### src/rtl/core/fdsl_pkg.sv
// Package for the field device status and LED sequencer.
// Holds the beat layouts, link status codes and tick constants.
// No dependencies; used by every module in rtl/core.
package fdsl_pkg;

  // Widths of the counters and fields.
  localparam int unsigned CountdownW = 17;
  localparam int unsigned TickCntW   = 6;
  localparam int unsigned PeriodW    = 16;
  localparam int unsigned LinkW      = 2;
  localparam int unsigned TdataW     = 8;

  // Tick constants for the button and the LED window.
  localparam logic [TickCntW-1:0] LedWindowTicks = TickCntW'(40);
  localparam logic [TickCntW-1:0] LongPressTicks = TickCntW'(40);

  // Smallest negative period that selects a fast rate.
  localparam logic signed [PeriodW-1:0] FastPeriodMin = -16'sd4;

  // Join states.
  localparam logic [1:0] JoinDiscovery = 2'd0;
  localparam logic [1:0] JoinJoined    = 2'd1;

  // Link status codes.
  localparam logic [LinkW-1:0] LinkNotOk    = 2'd0;
  localparam logic [LinkW-1:0] LinkOk       = 2'd1;
  localparam logic [LinkW-1:0] LinkDisabled = 2'd2;

  // Configuration register indexes.
  localparam logic CfgDaqEnable     = 1'b0;
  localparam logic CfgPublishPeriod = 1'b1;

  // One input beat, as held in the input register.
  typedef struct packed {
    logic       send_ok;
    logic       battery_ok;
    logic [1:0] join_state;
    logic       button_pressed;
  } in_item_t;

  // Acquisition outcome of one tick.
  typedef struct packed {
    logic             read_request;
    logic [LinkW-1:0] link_status;
  } acq_res_t;

  // Button and LED outcome of one tick.
  typedef struct packed {
    logic factory_reset;
    logic join_led;
    logic comm_led;
    logic battery_led;
  } panel_res_t;

endpackage

### src/rtl/core/fdsl_acq.sv
// Acquisition scheduler: read countdown and link status for one tick.
// Depends on fdsl_pkg; instantiated by field_device_status_leds_top.
module fdsl_acq (
  input  logic                             clk_i,
  input  logic                             rst_ni,
  input  logic                             en_i,
  input  logic                             daq_enable_i,
  input  logic signed [fdsl_pkg::PeriodW-1:0] publish_period_i,
  input  logic                             send_ok_i,
  output fdsl_pkg::acq_res_t               acq_o
);
  import fdsl_pkg::*;

  logic [CountdownW-1:0] countdown_q, countdown_d;
  logic [LinkW-1:0]      comm_q, comm_d;
  logic [PeriodW-1:0]    neg_period;

  assign neg_period = PeriodW'(0) - publish_period_i;

  // Next countdown and link status from the current tick.
  always_comb begin
    countdown_d       = countdown_q;
    comm_d            = comm_q;
    acq_o.read_request = 1'b0;
    if (!daq_enable_i) begin
      comm_d = LinkDisabled;
    end else if (countdown_q != '0) begin
      countdown_d = countdown_q - CountdownW'(1);
    end else begin
      acq_o.read_request = 1'b1;
      if (send_ok_i) begin
        comm_d = LinkOk;
        if (publish_period_i[PeriodW-1]) begin
          if (publish_period_i >= FastPeriodMin) begin
            countdown_d = CountdownW'(neg_period);
          end
        end else begin
          countdown_d = {publish_period_i, 1'b0};
        end
      end else begin
        comm_d = LinkNotOk;
      end
    end
    acq_o.link_status = comm_d;
  end

  // State advances once per processed beat.
  always_ff @(posedge clk_i or negedge rst_ni) begin
    if (!rst_ni) begin
      countdown_q <= '0;
      comm_q      <= LinkNotOk;
    end else if (en_i) begin
      countdown_q <= countdown_d;
      comm_q      <= comm_d;
    end
  end

endmodule

### src/rtl/core/fdsl_panel.sv
// Push button hold detection, LED window and the three status LEDs.
// Depends on fdsl_pkg; instantiated by field_device_status_leds_top.
module fdsl_panel (
  input  logic                         clk_i,
  input  logic                         rst_ni,
  input  logic                         en_i,
  input  fdsl_pkg::in_item_t           item_i,
  input  logic [fdsl_pkg::LinkW-1:0]   link_status_i,
  output fdsl_pkg::panel_res_t         panel_o
);
  import fdsl_pkg::*;

  logic [TickCntW-1:0] hold_q, hold_d;
  logic [TickCntW-1:0] window_q, window_d;
  logic                join_q, comm_q, batt_q;
  logic                join_d, comm_d, batt_d;

  // Hold counter and LED window.
  always_comb begin
    hold_d                = hold_q;
    window_d              = window_q;
    panel_o.factory_reset = 1'b0;
    if (item_i.button_pressed) begin
      if (hold_q < LongPressTicks) begin
        hold_d = hold_q + TickCntW'(1);
      end else begin
        panel_o.factory_reset = 1'b1;
        hold_d                = '0;
      end
      window_d = LedWindowTicks;
    end else begin
      hold_d = '0;
      if (window_q != '0) begin
        window_d = window_q - TickCntW'(1);
      end
    end
  end

  // LED drive: solid, blinking or off inside the window, off outside it.
  always_comb begin
    join_d = join_q;
    comm_d = comm_q;
    batt_d = batt_q;
    if (window_d != '0) begin
      if (item_i.join_state == JoinJoined) begin
        join_d = 1'b1;
      end else if (item_i.join_state == JoinDiscovery) begin
        if (window_d[2:0] == 3'd0) join_d = ~join_q;
      end else if (!window_d[0]) begin
        join_d = ~join_q;
      end

      if (link_status_i == LinkOk) begin
        comm_d = 1'b1;
      end else if (link_status_i == LinkNotOk) begin
        if (!window_d[0]) comm_d = ~comm_q;
      end else begin
        comm_d = 1'b0;
      end

      if (item_i.battery_ok) begin
        batt_d = 1'b1;
      end else if (window_d[1:0] == 2'd0) begin
        batt_d = ~batt_q;
      end
    end else begin
      join_d = 1'b0;
      comm_d = 1'b0;
      batt_d = 1'b0;
    end
    panel_o.join_led    = join_d;
    panel_o.comm_led    = comm_d;
    panel_o.battery_led = batt_d;
  end

  always_ff @(posedge clk_i or negedge rst_ni) begin
    if (!rst_ni) begin
      hold_q   <= '0;
      window_q <= '0;
      join_q   <= 1'b0;
      comm_q   <= 1'b0;
      batt_q   <= 1'b0;
    end else if (en_i) begin
      hold_q   <= hold_d;
      window_q <= window_d;
      join_q   <= join_d;
      comm_q   <= comm_d;
      batt_q   <= batt_d;
    end
  end

endmodule

### src/rtl/core/field_device_status_leds_top.sv
// Field device status and LED sequencer, one input beat per 250 ms tick.
// Path: an accepted beat is held in the input register, then its result in the
// result register. Throughput: one beat per cycle,
// held back only when the result register is full and not being taken.
// Reset (rst_ni low, asynchronous) clears both registers, the countdown,
// link status (not ok), hold count, LED window and LEDs; configuration is 0.
module field_device_status_leds_top (
  input  logic                           clk_i,
  input  logic                           rst_ni,
  // Configuration write channel.
  input  logic                           cfg_valid_i,
  output logic                           cfg_ready_o,
  input  logic                           cfg_index_i,
  input  logic [fdsl_pkg::PeriodW-1:0]   cfg_data_i,
  // Tick input stream.
  input  logic                           s_axis_tvalid,
  output logic                           s_axis_tready,
  // tdata: button_pressed, join_state[1:0], battery_ok, send_ok, zero fill
  input  logic [fdsl_pkg::TdataW-1:0]    s_axis_tdata,
  // Result stream.
  output logic                           m_axis_tvalid,
  input  logic                           m_axis_tready,
  // tdata: read_request, factory_reset, join_led, comm_led, battery_led,
  //        link_status[1:0], zero fill
  output logic [fdsl_pkg::TdataW-1:0]    m_axis_tdata
);
  import fdsl_pkg::*;

  logic                       daq_enable_q;
  logic signed [PeriodW-1:0]  period_q;
  logic                       in_valid_q, out_valid_q;
  in_item_t                   in_q;
  logic [TdataW-1:0]          out_q, out_d;
  logic                       advance;
  acq_res_t                   acq;
  panel_res_t                 panel;

  // Configuration registers; writes are always taken.
  assign cfg_ready_o = 1'b1;

  always_ff @(posedge clk_i or negedge rst_ni) begin
    if (!rst_ni) begin
      daq_enable_q <= 1'b0;
      period_q     <= '0;
    end else if (cfg_valid_i) begin
      case (cfg_index_i)
        CfgDaqEnable:     daq_enable_q <= cfg_data_i[0];
        CfgPublishPeriod: period_q     <= cfg_data_i;
        default:          ;
      endcase
    end
  end

  // A beat leaves the input register when the result register can take it.
  assign advance       = in_valid_q && (!out_valid_q || m_axis_tready);
  assign s_axis_tready = !in_valid_q || advance;

  always_ff @(posedge clk_i or negedge rst_ni) begin
    if (!rst_ni) begin
      in_valid_q <= 1'b0;
    end else if (s_axis_tready) begin
      in_valid_q <= s_axis_tvalid;
    end
  end

  always_ff @(posedge clk_i) begin
    if (s_axis_tready && s_axis_tvalid) begin
      in_q <= in_item_t'(s_axis_tdata[4:0]);
    end
  end

  fdsl_acq u_acq (
    .clk_i            (clk_i),
    .rst_ni           (rst_ni),
    .en_i             (advance),
    .daq_enable_i     (daq_enable_q),
    .publish_period_i (period_q),
    .send_ok_i        (in_q.send_ok),
    .acq_o            (acq)
  );

  fdsl_panel u_panel (
    .clk_i         (clk_i),
    .rst_ni        (rst_ni),
    .en_i          (advance),
    .item_i        (in_q),
    .link_status_i (acq.link_status),
    .panel_o       (panel)
  );

  // Result beat packing.
  assign out_d = {1'b0, acq.link_status, panel.battery_led, panel.comm_led,
                  panel.join_led, panel.factory_reset, acq.read_request};

  always_ff @(posedge clk_i or negedge rst_ni) begin
    if (!rst_ni) begin
      out_valid_q <= 1'b0;
    end else if (advance) begin
      out_valid_q <= 1'b1;
    end else if (m_axis_tready) begin
      out_valid_q <= 1'b0;
    end
  end

  always_ff @(posedge clk_i) begin
    if (advance) begin
      out_q <= out_d;
    end
  end

  assign m_axis_tvalid = out_valid_q;
  assign m_axis_tdata  = out_q;

  // A read request is never reported with the link disabled.
  assert property (@(posedge clk_i) disable iff (!rst_ni)
    m_axis_tvalid && m_axis_tdata[0] |-> m_axis_tdata[6:5] != LinkDisabled)
    else $error("read request reported while link disabled");

  // Input side stalls only with both registers full.
  assert property (@(posedge clk_i) disable iff (!rst_ni)
    !s_axis_tready |-> in_valid_q && out_valid_q && !m_axis_tready)
    else $error("input stalled without a full pipeline");

  // A processed beat with acquisition off reports the link disabled.
  assert property (@(posedge clk_i) disable iff (!rst_ni)
    advance && !daq_enable_q |=> out_q[6:5] == LinkDisabled && out_valid_q)
    else $error("link status not disabled with acquisition off");

  // A factory reset pulse only comes from a pressed tick.
  assert property (@(posedge clk_i) disable iff (!rst_ni)
    advance && panel.factory_reset |-> in_q.button_pressed)
    else $error("factory reset without button press");

endmodule

### config.mk
export PLATFORM = sky130hd
export DESIGN_NAME = field_device_status_leds_top
export DESIGN_NICKNAME = d
export VERILOG_FILES = /design/src/rtl/core/fdsl_pkg.sv /design/src/rtl/core/fdsl_acq.sv /design/src/rtl/core/fdsl_panel.sv /design/src/rtl/core/field_device_status_leds_top.sv
export SDC_FILE = /design/constraint.sdc
export NUM_CORES = 1
export LEC_CHECK = 0
export ABC_AREA = 1
export BUFFER_PORTS_ARGS = -buffer_cell sky130_fd_sc_hd__buf_2
export CAP_MARGIN = 20
export CORE_MARGIN = 5
export CORE_UTILIZATION = 64
export DETAILED_ROUTE_END_ITERATION = 7
export PLACE_DENSITY = 0.93
export SYNTH_ARGS = -nofsm -noshare
export SYNTH_HDL_FRONTEND = slang
export SYNTH_SLANG_ARGS = --single-unit
### constraint.sdc
create_clock -name clk_i -period 3.09 [get_ports clk_i]
set_clock_uncertainty 0.1 [all_clocks]
set_input_delay 0.1545 -clock clk_i [delete_from_list [all_inputs] [get_ports clk_i]]
set_output_delay 0.1545 -clock clk_i [all_outputs]
set_load 0.01 [all_outputs]
==> metrics.cfg, run 1 <==
[final_layout]
final_nets = 600
fin_area_um2 = 4560
n_antenna_cell = 0
regArea_um2 = 1690
syn_to_final_growth_pct = 19.1
final_core_util = 0.779
drive_gt1_frac = 0.156
layout_common_cells = 119 x nand2_1, 66 x nor2_1, 53 x dfrtp_1, 50 x inv_1, 41 x nand3_1
multi_input_area_um2 = 1840
nFillCells = 319
final_common_cell = nand2_1

[yosys]
synth_area_per_cell_um2 = 7.65
synth_seq_cells = 65
syn_inst = 500
ys.warnings.count = 0
yosysTopAreaCell = dfrtp_1
synth_cell_types = 40
syn-cell-area_um2 = 3830
synth.area.top_cells = dfrtp_1 35%, nand2_1 12%, edfxtp_1 9.4%
synth_top_area_frac = 0.347
yosysSeqAreaShare = 0.441
synthesis.nets = 536

[die]
io_pins = 41
num_rows = 28
die_h_um = 87.3
die-area_um2 = 7620
dieWidth_um = 87.3
core_area_um2 = 5850
start_util = 0.654

[power_and_ir_drop]
p_leak_nw = 2.22
p_per_area_nw_per_um2 = 773
ir_drop_mv = 0.489

[place]
place.gp.congestion = 0.870
io_buffers = 35
dpl.hpwl_um = 6100
post-place-ws_ps = 734
place_area_um2 = 4060

[sta]
fin_ws_ps = 682
timing.final.crit_share = 0.779
final-max-slew-violation-count = 0
min_period_ps = 2410
rsz0062_at_grt = false
relSlewSlack = 0.508
whs_ps = 282
hold_viol_final = 0
tightestPinTransition_ps = 737
final.setup.tns_ps = 0
fmax_mhz = 415
finalSetupViolCount = 0

[grt]
antenna_found_initial = 0
track_usage = 0.289
grt_pass1_vias = 3719
grt_max_degree = 32
grt_pass1_wl_um = 17100
overflow = 0

[route]
routedWlPerCell_um = 15.8
drtPass1Iterations = 8
drt_wl_total_um = 10200
drc_errors = 0
drtAntennaViolNets = 0
drtIter0Drc = 384
vias = 3733
post_drt_via_cell_ratio = 5.80

[setup_path]
r2r_slack_ps = 680
rr_worst_depth = 13
cp.arrival_ps = 2560
r2r-end = u_acq.countdown_q[14]
path_class = flip-flop to flip-flop
worst_ep_required_time_ps = 3240
timing.rr.start = u_acq.countdown_q[0]
cp_max_fo = 17
critPathCaptureType = flip-flop
cp-start-kind = flip-flop

[hold_path]
min_path_cells = 3
worstHoldStart = cfg_index_i
hold_path.class = input pin to flip-flop
whs_endpoint = period_q[2]

[cts]
cts_buffer_depth = 2
path_clk_slew_ps = 80
cts_tree = built
cts_buffers = 9
clock_sinks = 65
clockRootBuffer = clkbuf_8
htree_levels = 3
postCtsSetupBuffers = 0
clkLatencyLatePin_ps = 370

[run]
max-cap-violations = 0

[outcome]
status = finished clean

## layer usage
metal | up-vias | share of wire | global-route usage | wire length, um
met4 | 0 | 0.044 | 0.167 | 452
met1 | 1702 | 0.36 | 0.342 | 3710
met3 | 50 | 0.088 | 0.0520 | 894
met2 | 240 | 0.50 | 0.488 | 5140
met5 | - | 0 | 0 | 0
li1 | 1741 | - | - | -
## registers in the layout, summed over array words and instances (netlist names)
signal / flops
in_q: 5
u_panel.hold_q: 6
in_valid_q: 1
u_panel.window_q: 6
daq_enable_q: 1
u_acq.comm_q: 2
m_axis_tvalid: 1
m_axis_tdata: 7
u_panel.join_q: 1
u_panel.comm_q: 1
u_acq.countdown_q: 17
u_panel.batt_q: 1
period_q: 16
## critical path, cell delays in order, from the launching register on
cell and delay [ps]:
dfrtp_1 360, inv_1 120, ha_1 260, nand3_2 140, nor2_4 50, nand2_4 170
inv_4 90, nand2_4 80, nor2_4 60, nor2_4 400, buf_4 270, nand2_1 70
nor2_1 80, nor2_1 40
## kinds of logic (layout without fill, tap and decap cells)
kind of cell    count (synthesis)  after routing  share of synthesized area
mux                             1              1                    0.00294
simple gates                  259            259                      0.303
xor+xnor                       16             16                     0.0366
fa+ha+maj                       6              6                     0.0196
flops                          65             65                      0.441
compound gates                 78             78                      0.116
buf+inv                        73            142                     0.0788
other cells                     2              2                    0.00196
## final cells by class
type,count,share of cell area
inverter,61,0.0508
clock inverter,6,0.0253
clock buffer,10,0.0280
sequential,65,0.370
timing repair buffer,65,0.102
tap,75,0.0206
multi-input combinational,362,0.403
## Yosys cell counts, drive strengths merged
master and number:
clkbuf 5, o22ai 3, dfrtp 53, buf 7, conb 2, nand3 44, a31oi 3, and2 1
edfxtp 12, nor3b 1, or2 2, nor3 8, nand2 121, o211ai 4, mux2 1, clkinv 2
o21ai 38, xor2 11, xnor2 5, nand4 8, a21oi 29, o21bai 1, inv 59, nor2 73
ha 6, and3 1
## per-stage QoR
step,instances,total power [mW]
after floorplan,500,2.24
after global placement,602,2.43
after detailed placement,602,2.52
after CTS,644,3.46
after global routing,644,3.75
final,644,3.52
## report_power, final
group,total (mW),leakage [nW],internal (mW),switching [mW]
Clock,0.914,0.117,0.541,0.373
Combinational,1.29,1.35,0.483,0.806
Sequential,1.32,0.754,1.10,0.217
## how the worst max path moves through the flow
stage | start | to | cells after the start
2_1_floorplan | u_panel.window_q[0] | m_axis_tdata[2] | 12
3_3_place_gp | u_acq.countdown_q[0] | u_acq.countdown_q[14] | 13
3_5_place_dp | u_acq.countdown_q[0] | u_acq.countdown_q[14] | 13
4_1_cts | u_acq.countdown_q[0] | u_acq.countdown_q[14] | 13
5_1_grt | u_acq.countdown_q[0] | u_acq.countdown_q[14] | 13
6_report | u_acq.countdown_q[0] | u_acq.countdown_q[14] | 13
## timing repair
action	4_1_cts	5_1_grt
resized for setup	0	0
hold buffers	26	0
hold endpoints to repair	54	0
No activity file was read; power rests on OpenSTA's default activity.
==> inputs of run 2 (changes only) <==
- CORE_UTILIZATION: 64 -> 53
- PLACE_DENSITY: 0.93 -> 0.83
- clock period: 3.09 -> 2.2 ns (I/O delays scaled with it)
==> metrics.cfg, run 2 (synthesized netlist as in run 1, its figures left out) <==
[setup_path]
worst_ep_required_time_ps = 2220  ; -1020 ps
cp.arrival_ps = 2150  ; -410 ps
critPathCaptureType = flip-flop
cp_max_fo = 5  ; -12
r2r_slack_ps = 70  ; -610 ps
path_class = flip-flop to flip-flop
cp-start-kind = flip-flop
timing.rr.start = u_panel.window_q[0]
r2r-end = m_axis_tdata[2]
rr_worst_depth = 12  ; -1

[hold_path]
min_path_cells = 3  ; unchanged
hold_path.class = input pin to flip-flop
whs_endpoint = period_q[15]
worstHoldStart = cfg_index_i

[cts]
clock_sinks = 65  ; unchanged
cts_buffers = 9  ; unchanged
clockRootBuffer = clkbuf_8
htree_levels = 3  ; unchanged
clkLatencyLatePin_ps = 350  ; -20 ps
cts_tree = built
cts_buffer_depth = 2  ; unchanged
path_clk_slew_ps = 80  ; about the same

[route]
vias = 3637  ; -2.6%
drt_wl_total_um = 9710  ; -4.7%
drc_errors = 0  ; unchanged
drtAntennaViolNets = 0  ; unchanged
post_drt_via_cell_ratio = 5.36  ; -7.5%
routedWlPerCell_um = 14.3  ; -9.5%
drtPass1Iterations = 5  ; -3
drtIter0Drc = 344  ; -10%

[place]
io_buffers = 35  ; unchanged
post-place-ws_ps = -55.8  ; -790 ps
dpl.hpwl_um = 6050  ; -0.79%
place.gp.congestion = 0.845  ; -3.0%
dp_cells = 631  ; +4.8%
place_area_um2 = 4120  ; +1.7%

[final_layout]
largest_register_ff_count = 17  ; unchanged
fin_cells = 678  ; +5.3%
n_antenna_cell = 0  ; unchanged
final_common_cell = nand2_1
drive_gt1_frac = 0.180  ; +0.0232
top_register = u_acq.countdown_q
final_nets = 610  ; +1.7%
layout_common_cells = 117 x nand2_1, 65 x nor2_1, 53 x dfrtp_1, 50 x inv_1, 39 x nand3_1
nFillCells = 582  ; +82%
syn_to_final_growth_pct = 20.8
fin_area_um2 = 4620  ; +1.4%

[outcome]
status = finished clean

[power_and_ir_drop]
power_mw = 4.67  ; +32%
swShare = 0.420  ; +0.0238
p_leak_nw = 2.24  ; +0.79%
intPower_mw = 2.71  ; +27%
p_clk_frac = 0.191  ; -0.068
seqPwrFrac = 0.393  ; +0.018
power_switching_mw = 1.96  ; +40%
p_comb_frac = 0.415  ; +0.049
p_per_area_nw_per_um2 = 1010  ; +31%
ir_drop_mv = 0.545  ; +11%

[grt]
grt_max_degree = 54  ; +69%
antenna_found_initial = 0  ; unchanged
grt_pass1_wl_um = 16400  ; -4.2%
track_usage = 0.234  ; -0.0543
grt_pass1_vias = 3440  ; -7.5%
overflow = 0  ; unchanged

[die]
die-area_um2 = 9020  ; +18%
start_util = 0.536  ; -0.118
dieWidth_um = 95.0  ; +8.8%
die_h_um = 95.0  ; +8.8%
core_area_um2 = 7140  ; +22%
num_rows = 31  ; +11%
io_pins = 41  ; unchanged

[sta]
tightestPinTransition_ps = 685  ; -52.9 ps
final.setup.tns_ps = 0  ; unchanged
finalSetupViolCount = 0  ; unchanged
relSlewSlack = 0.544  ; +0.0353
min_period_ps = 2130  ; -276 ps
fmax_mhz = 469  ; +13%
timing.final.crit_share = 0.969  ; +0.190
hold_viol_final = 0  ; unchanged
fin_ws_ps = 67.7  ; -614 ps
final-max-slew-violation-count = 0  ; unchanged

[run]
max-cap-violations = 0  ; unchanged

[run 2: cell count changes in the layout (fill, tap and decap cells not counted), moves of 2 or more]
cell	previous run	this run
bufinv_16	3	0
nand2_1	119	117
clkinv_2	0	3
nand2_2	0	2
nand3_1	41	39
buf_4	4	12
[run 2: how the worst max path moves through the flow]
| stage | from | end | slack (ps) | cells past startpoint |
|---|---|---|---|---|
| 6_report | u_panel.window_q[0] | m_axis_tdata[2] | 70 | 12 |
| 5_1_grt | u_panel.window_q[0] | m_axis_tdata[2] | -90 | 12 |
| 3_5_place_dp | u_acq.countdown_q[1] | u_acq.countdown_q[2] | -60 | 12 |
| 2_1_floorplan | u_panel.window_q[0] | m_axis_tdata[2] | 280 | 12 |
| 4_1_cts | u_panel.window_q[0] | m_axis_tdata[2] | 20 | 12 |
| 3_3_place_gp | u_acq.countdown_q[1] | u_acq.countdown_q[2] | 40 | 12 |
[run 2: per-stage QoR]
step / hold WS [ps] / util
floorplan: -286 / -
global placement: 172 / 0.578
detailed placement: 175 / 0.578
CTS: 227 / 0.641
global route: 304 / 0.648
finish: 258 / 0.648
[run 2: final cells by class]
class,instances,area [um2],share of cell area
Clock buffer,10,128,0.0276
Inverter,61,234,0.0506
Multi-Input combinational cell,363,1880,0.407
Clock inverter,6,35.0,0.00758
Sequential cell,65,1690,0.365
Tap cell,99,124,0.0268
Timing Repair Buffer,74,536,0.116
[run 2: layer usage]
metal	part of all wire	vias up	track usage
met1	0.41	1693	0.302
met2	0.51	155	0.388
met3	0.058	24	0.0454
met5	0	-	0
met4	0.027	0	0.0950
li1	-	1765	-
[run 2: worst max-delay path: stages (launching register included)]
cell and delay, ps:
dfrtp_1 410, inv_1 110, ha_1 210, inv_1 70
nor2_2 150, nand3_2 160, nand2_2 120, nand3_4 100
nand3_2 120, nand2_1 60, nand2_1 50, nand3_1 80
and2_1 150
[run 2: power by group through the flow]
stage | registers [mW] | logic (mW) | clock network (mW)
global route | 1.88 | 2.17 | 0.959
CTS | 1.82 | 1.81 | 0.893
global placement | 1.83 | 1.64 | 0
detailed placement | 1.84 | 1.74 | 0
floorplan | 1.79 | 1.36 | 0
finish | 1.84 | 1.94 | 0.893
[run 2: what timing repair did]
| action | in CTS | in global routing |
|---|---|---|
| setup endpoints to repair | 8 | 15 |
| setup buffers | 0 | 3 |
| endpoints found under the hold margin | 77 | 0 |
| resized for setup | 2 | 9 |
| hold buffers | 27 | 0 |
| pin swaps | 1 | 1 |
| cloned | 1 | 0 |
==> inputs of run 3 (changes only) <==
- CTS_CLUSTER_DIAMETER: unset -> 40
- RECOVER_POWER: unset -> 50
- SETUP_SLACK_MARGIN: unset -> 0.4
==> metrics.cfg, run 3 (synthesized netlist as in run 1, its figures left out) <==
[route]
route.top_layer_used = met4
drtPass1Iterations = 5  ; unchanged
post_drt_via_cell_ratio = 5.84  ; +8.9%
drtIter0Drc = 483  ; +40%
vias = 4090  ; +12%
drt_wl_total_um = 12300  ; +26%
drc_errors = 0  ; unchanged
routedWlPerCell_um = 17.5  ; +22%
m1WireLength_um = 4590  ; +16%
met2RoutedLength_um = 6040  ; +23%
drtAntennaViolNets = 0  ; unchanged
wl_met3_um = 986  ; +75%

[grt]
grt_pass1_wl_um = 17100  ; +4.4%
grt_max_degree = 29  ; -46%
track_usage = 0.244  ; +0.00940
overflow = 0  ; unchanged
grt_pass1_vias = 3758  ; +9.2%
antenna_found_initial = 0  ; unchanged

[die]
die-area_um2 = 9020  ; unchanged
dieWidth_um = 95.0  ; unchanged
core_area_um2 = 7140  ; unchanged
io_pins = 41  ; unchanged
start_util = 0.536  ; unchanged
num_rows = 31  ; unchanged
die_h_um = 95.0  ; unchanged

[sta]
final.setup.tns_ps = 0  ; unchanged
hold_viol_final = 0  ; unchanged
timing.final.crit_share = 0.898  ; -0.0715
relSlewSlack = 0.0692  ; -0.474
rsz0062_at_grt = true
final-max-slew-violation-count = 0  ; unchanged
fin_ws_ps = 225  ; +157 ps
tightestPinTransition_ps = 1400  ; +712 ps
finalSetupViolCount = 0  ; unchanged
fmax_mhz = 506  ; +8.0%
min_period_ps = 1970  ; -157 ps

[setup_path]
worst_ep_required_time_ps = 2350  ; +130 ps
critPathCaptureType = flip-flop
path_class = flip-flop to flip-flop
cp.arrival_ps = 2130  ; -20 ps
r2r-end = u_acq.countdown_q[13]
crit_chain = inv_2 -> ha_4 -> nand3_4 -> nor2_4 -> nand2_4 -> o21ai_2 -> inv_2 -> nand2_4 -> nor2_4 -> buf_12 -> clkinv_8 -> nand2_4 -> nand2_2 -> inv_2
rr_worst_depth = 14  ; +2
timing.rr.start = u_acq.countdown_q[1]
cpPeakStageDelay_ps = 400  ; about the same
cp-start-kind = flip-flop
slowest_stage = dfrtp_1
r2r_slack_ps = 230  ; +160 ps
crit_start = u_acq.countdown_q[1]
cp_max_fo = 8  ; +3

[outcome]
status = finished clean

[place]
dp_cells = 631  ; unchanged
place.gp.congestion = 0.870  ; +3.0%
io_buffers = 35  ; unchanged
place_area_um2 = 4170  ; +1.1%
dpl.hpwl_um = 6040  ; -0.18%
post-place-ws_ps = -52.1  ; +3.71 ps

[cts]
path_clk_slew_ps = 80  ; about the same
cts_buffers = 9  ; unchanged
cts_buffer_depth = 2  ; unchanged
clock_sinks = 65  ; unchanged
cts_tree = built
htree_levels = 3  ; unchanged
clockRootBuffer = clkbuf_8
clkLatencyLatePin_ps = 350  ; about the same

[hold_path]
min_path_cells = 3  ; unchanged
whs_endpoint = period_q[2]
hold_path.class = input pin to flip-flop
worstHoldStart = cfg_index_i

[final_layout]
layout_common_cells = 92 x nand2_1, 57 x nor2_1, 51 x dfrtp_1, 41 x inv_1, 29 x nand3_1
top_register = u_acq.countdown_q
final_core_util = 0.737  ; +0.0887
final_common_cell = nand2_1
largest_register_ff_count = 17  ; unchanged
multi_input_area_um2 = 2240  ; +19%
regArea_um2 = 1690  ; +0.15%
final_nets = 631  ; +3.4%
fin_area_um2 = 5260  ; +14%
syn_to_final_growth_pct = 37.4
nFillCells = 451  ; -23%
drive_gt1_frac = 0.300  ; +0.120
fin_cells = 700  ; +3.2%

[power_and_ir_drop]
p_per_area_nw_per_um2 = 1100  ; +9.0%
p_leak_nw = 2.49  ; +11%
ir_drop_mv = 0.845  ; +55%

[run]
max-cap-violations = 0  ; unchanged

==> run 3: cell types whose count changed in the layout (fill, tap and decap cells not counted), sizes merged <==
| cell | change |
|---|---|
| clkbuf | +12 |
| buf | +8 |
| bufinv | +1 |
| clkinv | -1 |
| clkinvlp | +1 |
| diode | +1 |
==> run 3: through the flow <==
| step | hold WS, ps | power [mW] |
|---|---|---|
| floorplan | -286 | 3.21 |
| global placement | 37.4 | 3.53 |
| finish | 285 | 5.78 |
| global route | 329 | 6.06 |
| detailed placement | 34.0 | 3.63 |
| CTS | 198 | 4.99 |
==> run 3: timing repair <==
action                                  4_1_cts  5_1_grt
endpoints found under the hold margin        49        0
pin swaps                                    15       26
gates resized for setup                      28       77
hold buffers                                 27        0
endpoints found under the setup margin       26       25
buffers inserted                             13        9
cloned                                        1        2
==> run 3: worst max path at each step <==
stage                       endpoint  depth (start not counted)
2_1_floorplan        m_axis_tdata[2]                         12
3_3_place_gp    u_acq.countdown_q[2]                         12
3_5_place_dp    u_acq.countdown_q[2]                         12
4_1_cts        u_acq.countdown_q[13]                         14
5_1_grt         u_acq.countdown_q[9]                          9
6_report       u_acq.countdown_q[13]                         14
==> run 3: worst max-delay path: cells and delay by family (launching register included) <==
| kind | cells | cell delay (ps) |
|---|---|---|
| buf+inv | 5 | 440 |
| fa+ha+maj | 1 | 160 |
| simple gates | 7 | 610 |
| compound gates | 1 | 150 |
| flops | 1 | 400 |
==> run 3: area by class of cell <==
| type | instances | share of cell area |
|---|---|---|
| clock inverters | 7 | 0.0131 |
| clock buffers | 9 | 0.0236 |
| well taps | 99 | 0.0236 |
| repair buffers | 95 | 0.144 |
| diodes | 1 | 0.000476 |
| flip-flops and latches | 65 | 0.321 |
| multi-input cells | 363 | 0.427 |
| inverters | 61 | 0.0464 |
==> run 3: routing by layer <==
layer,global-route usage,up-vias
li1,-,1817
met1,0.287,1902
met2,0.407,299
met3,0.0574,72
met4,0.138,0
met5,0,-
==> run 3: where the power goes <==
group / total, mW / internal (mW) / switching, mW
logic: 2.86 / 1.14 / 1.72
registers: 1.89 / 1.55 / 0.339
clock network: 1.03 / 0.521 / 0.509
